### config.mk
export PLATFORM = sky130hd
export DESIGN_NAME = char_lcd_word_wrap
export DESIGN_NICKNAME = d
export VERILOG_FILES = /design/src/rtl/lcdww_pkg.sv /design/src/rtl/char_lcd_word_wrap.sv /design/src/rtl/lcdww_ctrl.sv /design/src/rtl/lcdww_dp.sv
export SDC_FILE = /design/constraint.sdc
export NUM_CORES = 1
export LEC_CHECK = 0
export BUFFER_PORTS_ARGS = -buffer_cell sky130_fd_sc_hd__buf_2
export CAP_MARGIN = 20
export CELL_PAD_IN_SITES_DETAIL_PLACEMENT = 1
export CELL_PAD_IN_SITES_GLOBAL_PLACEMENT = 2
export CORE_MARGIN = 2
export CORE_UTILIZATION = 45
export CTS_CLUSTER_SIZE = 14
export DETAILED_ROUTE_END_ITERATION = 8
export GPL_TIMING_DRIVEN = 1
export PLACE_DENSITY = 0.9
export SYNTH_ARGS = -nofsm -noshare
export SYNTH_HDL_FRONTEND = slang
export SYNTH_SLANG_ARGS = --single-unit
### constraint.sdc
create_clock -name clk_i -period 3.2 [get_ports clk_i]
set_input_delay 0.16 -clock clk_i [delete_from_list [all_inputs] [get_ports clk_i]]
set_output_delay 0.16 -clock clk_i [all_outputs]
set_load 0.02 [all_outputs]
### src/rtl/lcdww_pkg.sv
// lcdww_pkg: shared types and constants for the character lcd word wrap block
// used by lcdww_ctrl, lcdww_dp and char_lcd_word_wrap; no dependencies
`default_nettype none

package lcdww_pkg;

  // screen geometry and held word depth
  localparam int unsigned COLUMNS_DEF = 16;
  localparam int unsigned STORE_DEPTH = 16;

  // lcd byte codes
  localparam logic [7:0] CMD_LINE2  = 8'hC0;
  localparam logic [7:0] CMD_CLEAR  = 8'h01;
  localparam logic [7:0] CMD_HOME   = 8'h80;
  localparam logic [7:0] SPACE_CODE = 8'h20;

  // result kind carried on tuser
  typedef enum logic [1:0] {
    KIND_DATA  = 2'd0,
    KIND_CMD   = 2'd1,
    KIND_PAUSE = 2'd2
  } kind_e;

  // byte source for an emitted item
  typedef enum logic [2:0] {
    BSEL_LINE2 = 3'd0,
    BSEL_CLEAR = 3'd1,
    BSEL_HOME  = 3'd2,
    BSEL_ZERO  = 3'd3,
    BSEL_CHAR  = 3'd4,
    BSEL_SPACE = 3'd5,
    BSEL_STORE = 3'd6
  } bsel_e;

  // cursor update
  typedef enum logic [2:0] {
    CUR_KEEP = 3'd0,
    CUR_INC  = 3'd1,
    CUR_SP1  = 3'd2,
    CUR_COL  = 3'd3,
    CUR_ZERO = 3'd4
  } cur_op_e;

  // what the character being shown comes from
  typedef enum logic [1:0] {
    SRC_CHAR  = 2'd0,
    SRC_SPACE = 2'd1,
    SRC_STORE = 2'd2
  } src_e;

  // controller to datapath
  typedef struct packed {
    logic    accept;
    logic    store_wr;
    logic    emit;
    kind_e   kind;
    bsel_e   bsel;
    cur_op_e cur_op;
    logic    k_clr;
    logic    k_inc;
    logic    res_done;
    logic    space_set;
    logic    fin_clr;
    logic    flush;
  } lcdww_cmd_t;

  // datapath to controller
  typedef struct packed {
    logic go;
    logic pending;
    logic is_space;
    logic fin;
    logic chk_wrap;
    logic fits;
    logic sp_lt_col;
    logic cur_eq_col;
    logic cur_eq_2col;
    logic k_done;
  } lcdww_stat_t;

endpackage

`default_nettype wire

### src/rtl/char_lcd_word_wrap.sv
// char_lcd_word_wrap: greedy word wrap for a two-line character lcd
// top level; uses lcdww_pkg, lcdww_ctrl and lcdww_dp
//
// Usage: message characters enter on the s_axis channel, one item each, with
// tlast marking the last character of a message. For each character the block
// sends zero or more lcd items on m_axis: tdata is the byte, tuser its kind
// (data, command, pause before clear) and tlast flags the last item caused by
// that character. A character held back inside a word causes no items.
// Sequence: a character is taken in S_IDLE and decoded in S_DISP, then the
// sequencer emits its lcd items one per step and a final S_FIN step releases
// the last one with tlast; each item passes through a hold stage into the
// output register. A character that settles a held word adds the wrap
// decision, a loop step and a show step per held character, and a step per
// extra command item.
// The sequencer works on one character at a time; s_axis_tready_o is high only
// while it waits for the next character.
// Reset clears the cursor, the pending space and the held word count; the
// held word store itself is not cleared, it is only read after being written.
// When the receiver stalls, a finished item waits in the output register and
// the sequencer keeps one more item in a hold stage, then waits.
`default_nettype none

module char_lcd_word_wrap #(
  parameter int unsigned COLUMNS = lcdww_pkg::COLUMNS_DEF
) (
  input  wire        clk_i,
  input  wire        rst_ni,
  // character input
  input  wire        s_axis_tvalid_i,
  output logic       s_axis_tready_o,
  input  wire  [7:0] s_axis_tdata_i,   // [7:0] char_code
  input  wire        s_axis_tlast_i,   // is_final
  // lcd item output
  output logic       m_axis_tvalid_o,
  input  wire        m_axis_tready_i,
  output logic [7:0] m_axis_tdata_o,   // [7:0] byte_value
  output logic [1:0] m_axis_tuser_o,   // [1:0] kind
  output logic       m_axis_tlast_o    // run_end
);
  import lcdww_pkg::*;

  lcdww_cmd_t  cmd;
  lcdww_stat_t stat;

  // sequencer
  lcdww_ctrl u_ctrl (
    .clk_i     (clk_i),
    .rst_ni    (rst_ni),
    .s_valid_i (s_axis_tvalid_i),
    .s_ready_o (s_axis_tready_o),
    .stat_i    (stat),
    .cmd_o     (cmd)
  );

  // cursor, word store and output stage
  lcdww_dp #(
    .COLUMNS (COLUMNS)
  ) u_dp (
    .clk_i     (clk_i),
    .rst_ni    (rst_ni),
    .cmd_i     (cmd),
    .stat_o    (stat),
    .char_i    (s_axis_tdata_i),
    .fin_i     (s_axis_tlast_i),
    .m_valid_o (m_axis_tvalid_o),
    .m_ready_i (m_axis_tready_i),
    .m_kind_o  (m_axis_tuser_o),
    .m_byte_o  (m_axis_tdata_o),
    .m_last_o  (m_axis_tlast_o)
  );

endmodule

`default_nettype wire

### src/rtl/lcdww_ctrl.sv
// lcdww_ctrl: sequencer for the word wrap block, at most one lcd item per step
// uses lcdww_pkg; drives lcdww_dp through command and status structs
`default_nettype none

module lcdww_ctrl (
  input  wire                      clk_i,
  input  wire                      rst_ni,
  input  wire                      s_valid_i,
  output logic                     s_ready_o,
  input  wire lcdww_pkg::lcdww_stat_t stat_i,
  output lcdww_pkg::lcdww_cmd_t    cmd_o
);
  import lcdww_pkg::*;

  localparam logic [3:0] S_IDLE  = 4'd0;
  localparam logic [3:0] S_DISP  = 4'd1;
  localparam logic [3:0] S_RHEAD = 4'd2;
  localparam logic [3:0] S_RCLR  = 4'd3;
  localparam logic [3:0] S_RHOME = 4'd4;
  localparam logic [3:0] S_RLOOP = 4'd5;
  localparam logic [3:0] S_SPRE  = 4'd6;
  localparam logic [3:0] S_SCLR  = 4'd7;
  localparam logic [3:0] S_SHOME = 4'd8;
  localparam logic [3:0] S_SDATA = 4'd9;
  localparam logic [3:0] S_FIN   = 4'd10;

  logic [3:0] state_q, state_d;
  logic       then_space_q, then_space_d;
  src_e       src_q, src_d;
  bsel_e      data_bsel;

  // byte source of the character being shown
  always_comb begin
    case (src_q)
      SRC_CHAR:  data_bsel = BSEL_CHAR;
      SRC_SPACE: data_bsel = BSEL_SPACE;
      SRC_STORE: data_bsel = BSEL_STORE;
      default:   data_bsel = BSEL_ZERO;
    endcase
  end

  assign s_ready_o = (state_q == S_IDLE);

  // next state and commands
  always_comb begin
    state_d      = state_q;
    then_space_d = then_space_q;
    src_d        = src_q;
    cmd_o        = '0;
    cmd_o.kind   = KIND_DATA;
    cmd_o.bsel   = BSEL_ZERO;
    cmd_o.cur_op = CUR_KEEP;

    case (state_q)
      S_IDLE: begin
        if (s_valid_i) begin
          cmd_o.accept = 1'b1;
          state_d      = S_DISP;
        end
      end

      S_DISP: begin
        if (stat_i.go) begin
          if (stat_i.pending && stat_i.is_space) begin
            then_space_d = 1'b1;
            state_d      = S_RHEAD;
          end else if (stat_i.pending) begin
            cmd_o.store_wr = 1'b1;
            then_space_d   = 1'b0;
            state_d        = stat_i.chk_wrap ? S_RHEAD : S_FIN;
          end else if (stat_i.is_space) begin
            src_d   = SRC_SPACE;
            state_d = S_SPRE;
          end else begin
            src_d   = SRC_CHAR;
            state_d = S_SPRE;
          end
        end
      end

      // wrap decision for the held word
      S_RHEAD: begin
        if (stat_i.go) begin
          cmd_o.k_clr = 1'b1;
          if (stat_i.fits) begin
            cmd_o.cur_op = CUR_SP1;
            state_d      = S_RLOOP;
          end else if (stat_i.sp_lt_col) begin
            cmd_o.emit   = 1'b1;
            cmd_o.kind   = KIND_CMD;
            cmd_o.bsel   = BSEL_LINE2;
            cmd_o.cur_op = CUR_COL;
            state_d      = S_RLOOP;
          end else begin
            cmd_o.emit   = 1'b1;
            cmd_o.kind   = KIND_PAUSE;
            cmd_o.bsel   = BSEL_ZERO;
            cmd_o.cur_op = CUR_ZERO;
            state_d      = S_RCLR;
          end
        end
      end

      S_RCLR: begin
        if (stat_i.go) begin
          cmd_o.emit = 1'b1;
          cmd_o.kind = KIND_CMD;
          cmd_o.bsel = BSEL_CLEAR;
          state_d    = S_RHOME;
        end
      end

      S_RHOME: begin
        if (stat_i.go) begin
          cmd_o.emit = 1'b1;
          cmd_o.kind = KIND_CMD;
          cmd_o.bsel = BSEL_HOME;
          state_d    = S_RLOOP;
        end
      end

      // show the held characters one by one
      S_RLOOP: begin
        if (stat_i.go) begin
          if (stat_i.k_done) begin
            cmd_o.res_done = 1'b1;
            if (then_space_q) begin
              src_d   = SRC_SPACE;
              state_d = S_SPRE;
            end else begin
              state_d = S_FIN;
            end
          end else begin
            src_d   = SRC_STORE;
            state_d = S_SPRE;
          end
        end
      end

      // line and screen checks ahead of a character, then the character itself
      S_SPRE, S_SDATA: begin
        if (stat_i.go) begin
          if (state_q == S_SPRE && stat_i.cur_eq_col) begin
            cmd_o.emit = 1'b1;
            cmd_o.kind = KIND_CMD;
            cmd_o.bsel = BSEL_LINE2;
            state_d    = S_SDATA;
          end else if (state_q == S_SPRE && stat_i.cur_eq_2col) begin
            cmd_o.emit = 1'b1;
            cmd_o.kind = KIND_PAUSE;
            cmd_o.bsel = BSEL_ZERO;
            state_d    = S_SCLR;
          end else begin
            cmd_o.emit = 1'b1;
            cmd_o.kind = KIND_DATA;
            cmd_o.bsel = data_bsel;
            case (src_q)
              SRC_SPACE: begin
                cmd_o.space_set = 1'b1;
                state_d         = S_FIN;
              end
              SRC_STORE: begin
                cmd_o.cur_op = CUR_INC;
                cmd_o.k_inc  = 1'b1;
                state_d      = S_RLOOP;
              end
              default: begin
                cmd_o.cur_op = CUR_INC;
                state_d      = S_FIN;
              end
            endcase
          end
        end
      end

      S_SCLR: begin
        if (stat_i.go) begin
          cmd_o.emit = 1'b1;
          cmd_o.kind = KIND_CMD;
          cmd_o.bsel = BSEL_CLEAR;
          state_d    = S_SHOME;
        end
      end

      S_SHOME: begin
        if (stat_i.go) begin
          cmd_o.emit   = 1'b1;
          cmd_o.kind   = KIND_CMD;
          cmd_o.bsel   = BSEL_HOME;
          cmd_o.cur_op = CUR_ZERO;
          state_d      = S_SDATA;
        end
      end

      // end of message handling and release of the last item
      S_FIN: begin
        if (stat_i.go) begin
          if (stat_i.fin && stat_i.pending) begin
            then_space_d = 1'b0;
            state_d      = S_RHEAD;
          end else begin
            cmd_o.fin_clr = stat_i.fin;
            cmd_o.flush   = 1'b1;
            state_d       = S_IDLE;
          end
        end
      end

      default: begin
        state_d = S_IDLE;
      end
    endcase
  end

  // state registers
  always_ff @(posedge clk_i or negedge rst_ni) begin
    if (!rst_ni) begin
      state_q      <= S_IDLE;
      then_space_q <= 1'b0;
      src_q        <= SRC_CHAR;
    end else begin
      state_q      <= state_d;
      then_space_q <= then_space_d;
      src_q        <= src_d;
    end
  end

endmodule

`default_nettype wire

### src/rtl/lcdww_dp.sv
// lcdww_dp: cursor, held word store and output registers of the word wrap block
// uses lcdww_pkg; commanded by lcdww_ctrl
`default_nettype none

module lcdww_dp #(
  parameter int unsigned COLUMNS = lcdww_pkg::COLUMNS_DEF
) (
  input  wire                      clk_i,
  input  wire                      rst_ni,
  input  wire lcdww_pkg::lcdww_cmd_t cmd_i,
  output lcdww_pkg::lcdww_stat_t   stat_o,
  input  wire  [7:0]               char_i,
  input  wire                      fin_i,
  output logic                     m_valid_o,
  input  wire                      m_ready_i,
  output logic [1:0]               m_kind_o,
  output logic [7:0]               m_byte_o,
  output logic                     m_last_o
);
  import lcdww_pkg::*;

  localparam int unsigned CUR_W  = $clog2(2 * COLUMNS + 1);
  localparam int unsigned WC_W   = $clog2(STORE_DEPTH + 1);
  localparam int unsigned SIDX_W = $clog2(STORE_DEPTH);
  localparam int unsigned CMP_W  = ((CUR_W > WC_W) ? CUR_W : WC_W) + 1;

  localparam logic [CUR_W-1:0] ColC  = CUR_W'(COLUMNS);
  localparam logic [CUR_W-1:0] Col2C = CUR_W'(2 * COLUMNS);
  localparam logic [CUR_W-1:0] OneC  = CUR_W'(1);

  // message state
  logic [CUR_W-1:0] cur_q, cur_d;
  logic [CUR_W-1:0] sp_q, sp_d;
  logic             pend_q, pend_d;
  logic [WC_W-1:0]  wc_q, wc_d;
  logic [WC_W-1:0]  k_q, k_d;
  logic [7:0]       char_q;
  logic             fin_q;
  logic [7:0]       store_q [STORE_DEPTH];

  // output hold stage and output register
  logic             hold_v_q;
  logic [1:0]       hold_kind_q;
  logic [7:0]       hold_byte_q;
  logic             out_v_q;
  logic [1:0]       out_kind_q;
  logic [7:0]       out_byte_q;
  logic             out_last_q;

  logic [CUR_W-1:0] cells_left;
  logic [CMP_W-1:0] cl_x, wc_x, wc1_x;
  logic             sp_lt_col;
  logic             out_free;
  logic [7:0]       emit_byte;

  // cells left after the pending space
  assign sp_lt_col  = (sp_q < ColC);
  assign cells_left = sp_lt_col ? (ColC - sp_q - OneC) : (Col2C - sp_q - OneC);
  assign cl_x       = CMP_W'(cells_left);
  assign wc_x       = CMP_W'(wc_q);
  assign wc1_x      = wc_x + CMP_W'(1);

  assign out_free = !out_v_q || m_ready_i;

  // status for the controller
  always_comb begin
    stat_o             = '0;
    stat_o.go          = !hold_v_q || out_free;
    stat_o.pending     = pend_q;
    stat_o.is_space    = (char_q == SPACE_CODE);
    stat_o.fin         = fin_q;
    stat_o.chk_wrap    = (wc1_x > cl_x) || (wc1_x >= CMP_W'(STORE_DEPTH));
    stat_o.fits        = (wc_x <= cl_x);
    stat_o.sp_lt_col   = sp_lt_col;
    stat_o.cur_eq_col  = (cur_q == ColC);
    stat_o.cur_eq_2col = (cur_q == Col2C);
    stat_o.k_done      = (k_q == wc_q);
  end

  // byte of the item being emitted
  always_comb begin
    case (cmd_i.bsel)
      BSEL_LINE2: emit_byte = CMD_LINE2;
      BSEL_CLEAR: emit_byte = CMD_CLEAR;
      BSEL_HOME:  emit_byte = CMD_HOME;
      BSEL_CHAR:  emit_byte = char_q;
      BSEL_SPACE: emit_byte = SPACE_CODE;
      BSEL_STORE: emit_byte = store_q[k_q[SIDX_W-1:0]];
      default:    emit_byte = 8'h00;
    endcase
  end

  // next message state
  always_comb begin
    cur_d  = cur_q;
    sp_d   = sp_q;
    pend_d = pend_q;
    wc_d   = wc_q;
    k_d    = k_q;

    case (cmd_i.cur_op)
      CUR_INC:  cur_d = cur_q + OneC;
      CUR_SP1:  cur_d = sp_q + OneC;
      CUR_COL:  cur_d = ColC;
      CUR_ZERO: cur_d = '0;
      default:  cur_d = cur_q;
    endcase

    if (cmd_i.store_wr) begin
      wc_d = wc_q + WC_W'(1);
    end
    if (cmd_i.k_clr) begin
      k_d = '0;
    end else if (cmd_i.k_inc) begin
      k_d = k_q + WC_W'(1);
    end
    if (cmd_i.res_done) begin
      pend_d = 1'b0;
      wc_d   = '0;
    end
    if (cmd_i.space_set) begin
      sp_d   = cur_q;
      pend_d = 1'b1;
      wc_d   = '0;
    end
    if (cmd_i.fin_clr) begin
      cur_d  = '0;
      sp_d   = '0;
      pend_d = 1'b0;
      wc_d   = '0;
    end
  end

  // control registers
  always_ff @(posedge clk_i or negedge rst_ni) begin
    if (!rst_ni) begin
      cur_q    <= '0;
      sp_q     <= '0;
      pend_q   <= 1'b0;
      wc_q     <= '0;
      k_q      <= '0;
      fin_q    <= 1'b0;
      hold_v_q <= 1'b0;
      out_v_q  <= 1'b0;
    end else begin
      cur_q  <= cur_d;
      sp_q   <= sp_d;
      pend_q <= pend_d;
      wc_q   <= wc_d;
      k_q    <= k_d;
      if (cmd_i.accept) begin
        fin_q <= fin_i;
      end
      if (cmd_i.emit) begin
        hold_v_q <= 1'b1;
      end else if (cmd_i.flush) begin
        hold_v_q <= 1'b0;
      end
      if ((cmd_i.emit || cmd_i.flush) && hold_v_q) begin
        out_v_q <= 1'b1;
      end else if (m_ready_i) begin
        out_v_q <= 1'b0;
      end
    end
  end

  // payload registers
  always_ff @(posedge clk_i) begin
    if (cmd_i.accept) begin
      char_q <= char_i;
    end
    if (cmd_i.store_wr) begin
      store_q[wc_q[SIDX_W-1:0]] <= char_q;
    end
    if (cmd_i.emit) begin
      hold_kind_q <= cmd_i.kind;
      hold_byte_q <= emit_byte;
    end
    if ((cmd_i.emit || cmd_i.flush) && hold_v_q) begin
      out_kind_q <= hold_kind_q;
      out_byte_q <= hold_byte_q;
      out_last_q <= cmd_i.flush;
    end
  end

  assign m_valid_o = out_v_q;
  assign m_kind_o  = out_kind_q;
  assign m_byte_o  = out_byte_q;
  assign m_last_o  = out_last_q;

  // checks
  a_cur_range: assert property (@(posedge clk_i) disable iff (!rst_ni)
    cur_q <= Col2C)
    else $error("cursor beyond the end of the screen");

  a_sp_range: assert property (@(posedge clk_i) disable iff (!rst_ni)
    sp_q < Col2C)
    else $error("space position beyond the last cell");

  a_wc_idle: assert property (@(posedge clk_i) disable iff (!rst_ni)
    !pend_q |-> (wc_q == '0))
    else $error("held characters without a pending space");

  a_wc_range: assert property (@(posedge clk_i) disable iff (!rst_ni)
    wc_q <= WC_W'(STORE_DEPTH))
    else $error("held word overran the store");

  a_flush_last: assert property (@(posedge clk_i) disable iff (!rst_ni)
    (cmd_i.flush && hold_v_q) |=> (out_v_q && out_last_q && !hold_v_q))
    else $error("last item of an input not released with tlast");

endmodule

`default_nettype wire

==> impl_metrics.py, run 1 <==
metrics = {
    "run_status": {
        "outcome": "complete, no violations",
    },
    "drt": {
        "first_pass_iters": 5,
        "wl_mm": 23.5,
        "routed_via_density": 5.97,
        "drtAntennaViolNets": 0,
        "vias": 5666,
        "drc_errors": 0,
        "wl_per_cell_um": 24.7,
        "first_iter_violations": 407,
    },
    "timing": {
        "whs_ps": 17.5,
        "slew_headroom": 0.413,
        "fmax_mhz": 349,
        "min_period_ps": 2870,
        "tns_ps": 0,
        "fin_skew_ps": 23.8,
        "min_period_over_period": 0.896,
        "worstMarginPinSlew_ps": 881,
        "hold_viol": 0,
        "setup_violations": 0,
        "grt_setup_unrepaired": "no",
        "slew_violations": 0,
    },
    "worst_setup_path": {
        "critPathKind": "reg -> reg",
        "critical_path_required_ps": 3540,
        "cp-end-kind": "register",
        "arrival_ps": 3210,
        "crit_start": "u_dp.sp_q[2]$_DFFE_PN0P_",
        "reg2reg_from": "u_dp.sp_q[2]$_DFFE_PN0P_",
        "cp-start-kind": "register",
        "cp_max_fo": 7,
    },
    "placed_design": {
        "routabilityCongestion": 0.839,
        "port_buffers": 25,
        "hpwl_mm": 15.6,
        "place_inst": 907,
    },
    "cts": {
        "cts_made_buffers": 17,
        "insertion_delay_ps": 460,
        "h-tree-depth": 4,
        "cts_num_sinks": 190,
        "cts_tree": "done",
        "clockRootBuffer": "clkbuf_16",
        "clock_path_buffers": 2,
        "path_clk_slew_ps": 80,
    },
    "global_routing": {
        "grt_pass1_vias": 5996,
        "gr-total-overflow": 0,
        "antenna_found_initial": 0,
        "grtUsageMet3": 0.0600,
        "grt_pass1_wl_mm": 36.1,
        "grt_usage": 0.240,
        "grt_max_degree": 36,
        "grt_busiest_layer": "met2",
        "met1_usage": 0.291,
        "grt_util_met2": 0.406,
    },
    "yosys": {
        "postSynthAreaPerCell_um2": 14.4,
        "synth_ff_type": "edfxtp_1",
        "synthArstFlopShare": 0.174,
        "synth_edf_count": 157,
        "synth.most_common_cell": "edfxtp_1",
        "syn_nets": 642,
        "yosys.area.top_type": "edfxtp_1",
        "synth_commonest_cells": "157 x edfxtp_1, 44 x nand2_1, 41 x nor2_1",
        "synth_top_area_share": 0.537,
        "syn_area_um2": 8770,
        "synth_area_leaders": "edfxtp_1 54%, mux4_2 9.5%, dfrtp_1 9.4%",
        "ys_warn_count": 0,
        "ys_seq_elements": 190,
        "synth_seq_area_share": 0.631,
        "syn_inst": 611,
        "synth_cell_type_count": 74,
    },
    "floorplan": {
        "die_w_um": 144,
        "die_area_um2": 20600,
        "num_rows": 51,
        "core_um2": 19300,
        "dieHeight_um": 144,
        "initial_utilization": 0.455,
        "pin_count": 26,
    },
    "pwr": {
        "vdd_drop_max_mv": 0.524,
        "total_power_w": 0.00877,
        "p_leak_nw": 3.53,
        "power.density_nw_per_um2": 871,
    },
    "finish": {
        "fill_cells": 1928,
        "insertedDiodeCount": 0,
        "drive_gt1_frac": 0.224,
        "final_nets": 702,
        "area_growth_syn_to_layout_pct": 14.7,
        "final-instance-count-excl-fill": 949,
    },
    "worst_hold_path": {
        "hold_path_startpoint": "m_axis_tready_i",
        "hold_class": "in -> reg",
    },
    "job": {
        "max_cap_viol_count": 0,
    },
}
[path summary, 6_finish.rpt]
| path | to | slack (ps) | cells after the start |
|---|---|---|---|
| max | u_dp.cur_q[4]$_DFFE_PN0P_ | 330 | 11 |
| min | u_dp.m_valid_o$_DFFE_PN0P_ | 20 | 3 |
| max reg2reg | u_dp.cur_q[4]$_DFFE_PN0P_ | 330 | 11 |
| min reg2reg | u_dp.m_byte_o[5]$_DFFE_PP_ | 410 | 0 |
| max in group asynchronous | u_dp.k_q[0]$_DFFE_PN0P_ | 2220 | 2 |
| min in group asynchronous | u_dp.k_q[2]$_DFFE_PN0P_ | 360 | 2 |
[through the flow]
stage	instance area [um2]	utilization	setup WS, ps
final	10100	0.522	332
after global routing	10100	0.522	18.3
after CTS	10100	0.522	177
after detailed placement	9350	0.485	262
after global placement	9350	0.485	351
after floorplan	8770	-	556
[layer usage]
layer,share of wire,wire (um)
met1,0.39,9200
met2,0.52,12100
met3,0.054,1270
met4,0.038,883
met5,0,0
[kinds of logic after synthesis]
logic type | synth area share
simple gates | 0.102
xor+xnor | 0.0170
mux | 0.0985
buf+inv | 0.0298
flops | 0.631
fa+ha+maj | 0.0257
compound gates | 0.0961
[cell usage in the layout (no fill, tap or decap), types with 5 or more instances in the layout]
| cell | Yosys | routed |
|---|---|---|
| edfxtp_1 | 157 | 157 |
| ha_1 | 18 | 18 |
| mux4_2 | 37 | 37 |
| o211ai_1 | 5 | 5 |
| nor2b_1 | 7 | 7 |
| nor2_1 | 41 | 41 |
| nor3_1 | 11 | 11 |
| xor2_1 | 8 | 8 |
| buf_2 | 8 | 25 |
| xnor2_1 | 9 | 9 |
| a22o_1 | 5 | 5 |
| o21ai_0 | 27 | 27 |
| a31oi_1 | 6 | 6 |
| nand3_1 | 23 | 23 |
| clkbuf_16 | 0 | 17 |
| and3_1 | 6 | 6 |
| dlygate4sd3_1 | 0 | 10 |
| a21oi_1 | 26 | 25 |
| buf_4 | 2 | 36 |
| nand2_1 | 44 | 44 |
| nand2b_1 | 7 | 7 |
| clkinv_8 | 0 | 6 |
| dfrtp_1 | 33 | 32 |
| o22ai_1 | 5 | 5 |
| inv_1 | 22 | 22 |
[flip-flops by register name (all words and copies together) (netlist names), 2 cells and up]
signal,flops
u_dp.wc_q,5
u_dp.cur_q,6
u_dp.k_q,5
u_dp.hold_byte_q,8
u_dp.hold_kind_q,2
u_ctrl.src_q,2
u_ctrl.state_q,4
u_dp.m_kind_o,2
u_dp.sp_q,6
u_dp.char_q,8
u_dp.m_byte_o,8
u_dp.store_q,128
[what timing repair did]
item | CTS | global route
hold buffers | 10 | 0
resized for setup | 0 | 1
setup buffers | 0 | 0
endpoints found under the hold margin | 42 | 0
endpoints found under the setup margin | 0 | 1
[where the power goes]
group | internal [W] | switching [W] | leakage (nW) | total [W]
clock | 0.00106 | 0.00112 | 0.294 | 0.00218
combinational | 0.00116 | 0.00184 | 1.40 | 0.00300
sequential | 0.00318 | 0.000402 | 1.84 | 0.00358
total | 0.00541 | 0.00336 | 3.53 | 0.00877
[worst max-delay path, cell delays in order (launching register included)]
cell and delay, ps:
dfrtp_1 480, ha_1 360, nand4_1 170, a21oi_1 270
a21oi_1 110, a21oi_2 340, nand2_1 90, o21ai_0 100
ha_1 250, nand3_1 110, xnor2_1 140, a222oi_1 320
[cell type report]
type | count | area, um2 | share of cell area
clock buffer | 17 | 425 | 0.0423
clock inverter | 15 | 186 | 0.0185
inverter | 24 | 90.1 | 0.00895
multi-input combinational | 366 | 2980 | 0.296
sequential | 190 | 5540 | 0.550
tap | 265 | 332 | 0.0329
timing repair buffer | 72 | 515 | 0.0512
Power figures use the tool's default switching activity.
==> run 2: changes to the inputs <==
ABC_AREA = 1   (was default)
CORE_UTILIZATION = 42   (was 45)
PLACE_DENSITY = 0.91   (was 0.9)
==> run 2 against run 1 <==
Against the previous run:
- synthesized cell count increased by 34%
- largest cell class unchanged
- sequential power fell by 4%
- synthesized area down 0.34%
- cell count is 22% higher
- final area down 0.13%
- global-route usage is 1.1 points lower
- die area up 6.6%
- sequential cell count unchanged
- via count increased by 14%
- first-iteration DRC count up 15%
- critical endpoint unchanged
- sequential share of layout area up 0.069 points
==> impl_metrics.py, run 2 <==
metrics = {
    "drt": {
        "first_pass_iters": 5,
        "routed_via_density": 5.54,
        "vias": 6443,
        "wl_mm": 24.0,
        "drtAntennaViolNets": 0,
        "wl_per_cell_um": 20.7,
        "first_iter_violations": 469,
        "drc_errors": 0,
    },
    "cts": {
        "path_clk_slew_ps": 80,
        "cts_made_buffers": 17,
        "insertion_delay_ps": 440,
        "clockRootBuffer": "clkbuf_16",
        "cts_num_sinks": 190,
        "cts_resized": 0,
        "clock_path_buffers": 2,
        "h-tree-depth": 4,
        "cts_tree": "done",
    },
    "finish": {
        "final_nets": 911,
        "final_common_cell": "nand2_1",
        "drive_gt1_frac": 0.155,
        "area_growth_syn_to_layout_pct": 15.0,
        "insertedDiodeCount": 0,
        "largest_reg_flops": 128,
        "fill_cells": 2217,
        "final_cell_mix": "179 x nand2_1, 157 x edfxtp_1, 69 x nor2_1",
        "final-instance-count-excl-fill": 1162,
    },
    "yosys": {
        "synthArstFlopShare": 0.174,
        "synth_top_area_share": 0.539,
        "yosys.area.top_type": "edfxtp_1",
        "synth_commonest_cells": "179 x nand2_1, 157 x edfxtp_1, 69 x nor2_1",
        "synth_edf_count": 157,
        "syn_area_um2": 8740,
        "synth_area_leaders": "edfxtp_1 54%, dfrtp_1 9.4%, nand2_1 7.7%",
        "synth_ff_type": "edfxtp_1",
        "synth_cell_type_count": 47,
        "ys_seq_elements": 190,
        "syn_nets": 849,
        "ys_warn_count": 0,
        "postSynthAreaPerCell_um2": 10.7,
        "synth_seq_area_share": 0.634,
        "synth.most_common_cell": "nand2_1",
        "syn_inst": 818,
    },
    "timing": {
        "slew_violations": 0,
        "hold_viol": 0,
        "min_period_ps": 2740,
        "worstMarginPinSlew_ps": 808,
        "setup_violations": 0,
        "fin_skew_ps": 12.5,
        "min_period_over_period": 0.857,
        "slew_headroom": 0.461,
        "grt_setup_unrepaired": "no",
        "tns_ps": 0,
        "fmax_mhz": 365,
        "layout_setup_ws_ps": 458,
    },
    "worst_setup_path": {
        "rr_worst_depth": 16,
        "worstPathCellList": "inv_1, ha_1, nand2_1, nor2_1, nand3_1, nand3_2, nand3_4, nor2_8, nand2_1, nand2_2, ha_1, nand3_1, nand2_1, nand3_1, nand2_1, nand2_1",
        "cp_max_fo": 10,
        "cp-start-kind": "register",
        "arrival_ps": 3070,
        "cp-end-kind": "register",
        "crit_slowest_cell": "dfrtp_1",
        "critical_path_required_ps": 3530,
        "critPathKind": "reg -> reg",
        "cp.depth": 16,
        "cp_num_buf_inv": 1,
        "critPathMaxStageDelay_ps": 500,
        "cp_common_cell": "nand2_1",
        "cp_top_family": "simple AND/OR/NAND/NOR gates",
    },
    "placed_design": {
        "place_inst": 1120,
        "routabilityCongestion": 0.832,
        "port_buffers": 25,
        "pre_cts_ws_ps": 558,
        "hpwl_mm": 16.2,
    },
    "pwr": {
        "p_sw_frac": 0.410,
        "p_switching_w": 0.00368,
        "clkPwrFrac": 0.236,
        "vdd_drop_max_mv": 0.498,
        "p_leak_nw": 3.93,
        "cell_internal_pwr_w": 0.00530,
        "power.density_nw_per_um2": 894,
        "p_seq_frac": 0.384,
        "pwr-share-comb": 0.380,
    },
    "floorplan": {
        "dieHeight_um": 148,
        "initial_utilization": 0.429,
        "num_rows": 52,
        "pin_count": 26,
        "die_w_um": 148,
        "die_area_um2": 22000,
        "core_um2": 20400,
    },
    "run_status": {
        "outcome": "complete, no violations",
    },
    "global_routing": {
        "grt_max_degree": 67,
        "grt_pass1_vias": 6826,
        "grt_pass1_wl_mm": 38.0,
        "antenna_found_initial": 0,
        "gr-total-overflow": 0,
        "grt_usage": 0.230,
    },
    "worst_hold_path": {
        "worstHoldPathCells": 4,
        "hold_class": "in -> reg",
    },
    "job": {
        "max_cap_viol_count": 0,
    },
}
==> run 2: changes by cell type after synthesis, moves of 8 or more <==
cell and delta:
nand2_1 +135, inv_1 +46, a21oi_1 +40, mux4_2 -37, nor2_1 +28, inv_2 +13, a22oi_1 +10, nand2_2 +10
o21ai_0 +8
==> run 2: final timing paths <==
path | start | endpoint | slack [ps]
max | u_dp.wc_q[0]$_DFFE_PN0P_ | u_dp.cur_q[4]$_DFFE_PN0P_ | 460
min | s_axis_tvalid_i | u_dp.char_q[2]$_DFFE_PP_ | 320
max reg2reg | u_dp.wc_q[0]$_DFFE_PN0P_ | u_dp.cur_q[4]$_DFFE_PN0P_ | 460
min reg2reg | u_dp.hold_byte_q[2]$_DFFE_PP_ | u_dp.m_byte_o[2]$_DFFE_PP_ | 420
max in group asynchronous | rst_ni | u_dp.k_q[0]$_DFFE_PN0P_ | 2290
min in group asynchronous | rst_ni | u_ctrl.state_q[1]$_DFFE_PN0P_ | 350
==> run 2: what timing repair did <==
item,in CTS,in global routing
setup buffers,0,0
endpoints found under the hold margin,43,0
hold buffers,11,0
==> run 2: final cells by class <==
cell class | instances | area, um2 | share of cell area
clock buffer | 17 | 425 | 0.0423
clock inverter | 14 | 156 | 0.0156
inverter | 83 | 312 | 0.0310
multi-input combinational | 519 | 2800 | 0.278
sequential | 190 | 5540 | 0.551
tap | 270 | 338 | 0.0336
timing repair buffer | 69 | 483 | 0.0480
==> run 2: power by group through the flow <==
stage	Sequential [W]	Combinational [W]	Clock, W
after floorplan	0.00355	0.00219	0
after global placement	0.00349	0.00327	0
after detailed placement	0.00351	0.00335	0
after CTS	0.00346	0.00342	0.00215
after global routing	0.00350	0.00382	0.00223
final	0.00345	0.00341	0.00212
==> run 2: cell families (layout without fill, tap and decap cells) <==
logic type / after synthesis / after routing / share of synthesized area
DFF: 190 / 190 / 0.634
and+or+nand+nor: 322 / 322 / 0.167
buffers and inverters: 109 / 183 / 0.0469
AOI/OAI and AO/OA: 172 / 172 / 0.120
adders and majority gates: 18 / 18 / 0.0258
xor gates and xnor gates: 7 / 7 / 0.00701
==> run 2: layer usage <==
metal  up-vias  track usage  share of wire
met1      3215        0.312           0.45
met5         -            0              0
met2       180        0.374           0.48
met3        46       0.0387          0.049
met4         0       0.0824          0.023
li1       3002            -              -
==> run 2: worst reg2reg max path: cells and delay by family (launching register included) <==
family / cells / cell delay (ps)
DFF: 1 / 500
buffers and inverters: 1 / 150
adders and majority gates: 2 / 550
and+or+nand+nor: 13 / 1400
==> run 2: stage by stage <==
stage               power (W)  instance area (um2)  hold slack [ps]  utilization
floorplan             0.00574                 8740             -136            -
global placement      0.00676                 9360              305        0.460
detailed placement    0.00686                 9360              303        0.460
CTS                   0.00903                10100              314        0.494
global route          0.00955                10100              331        0.494
finish                0.00899                10100              315        0.494
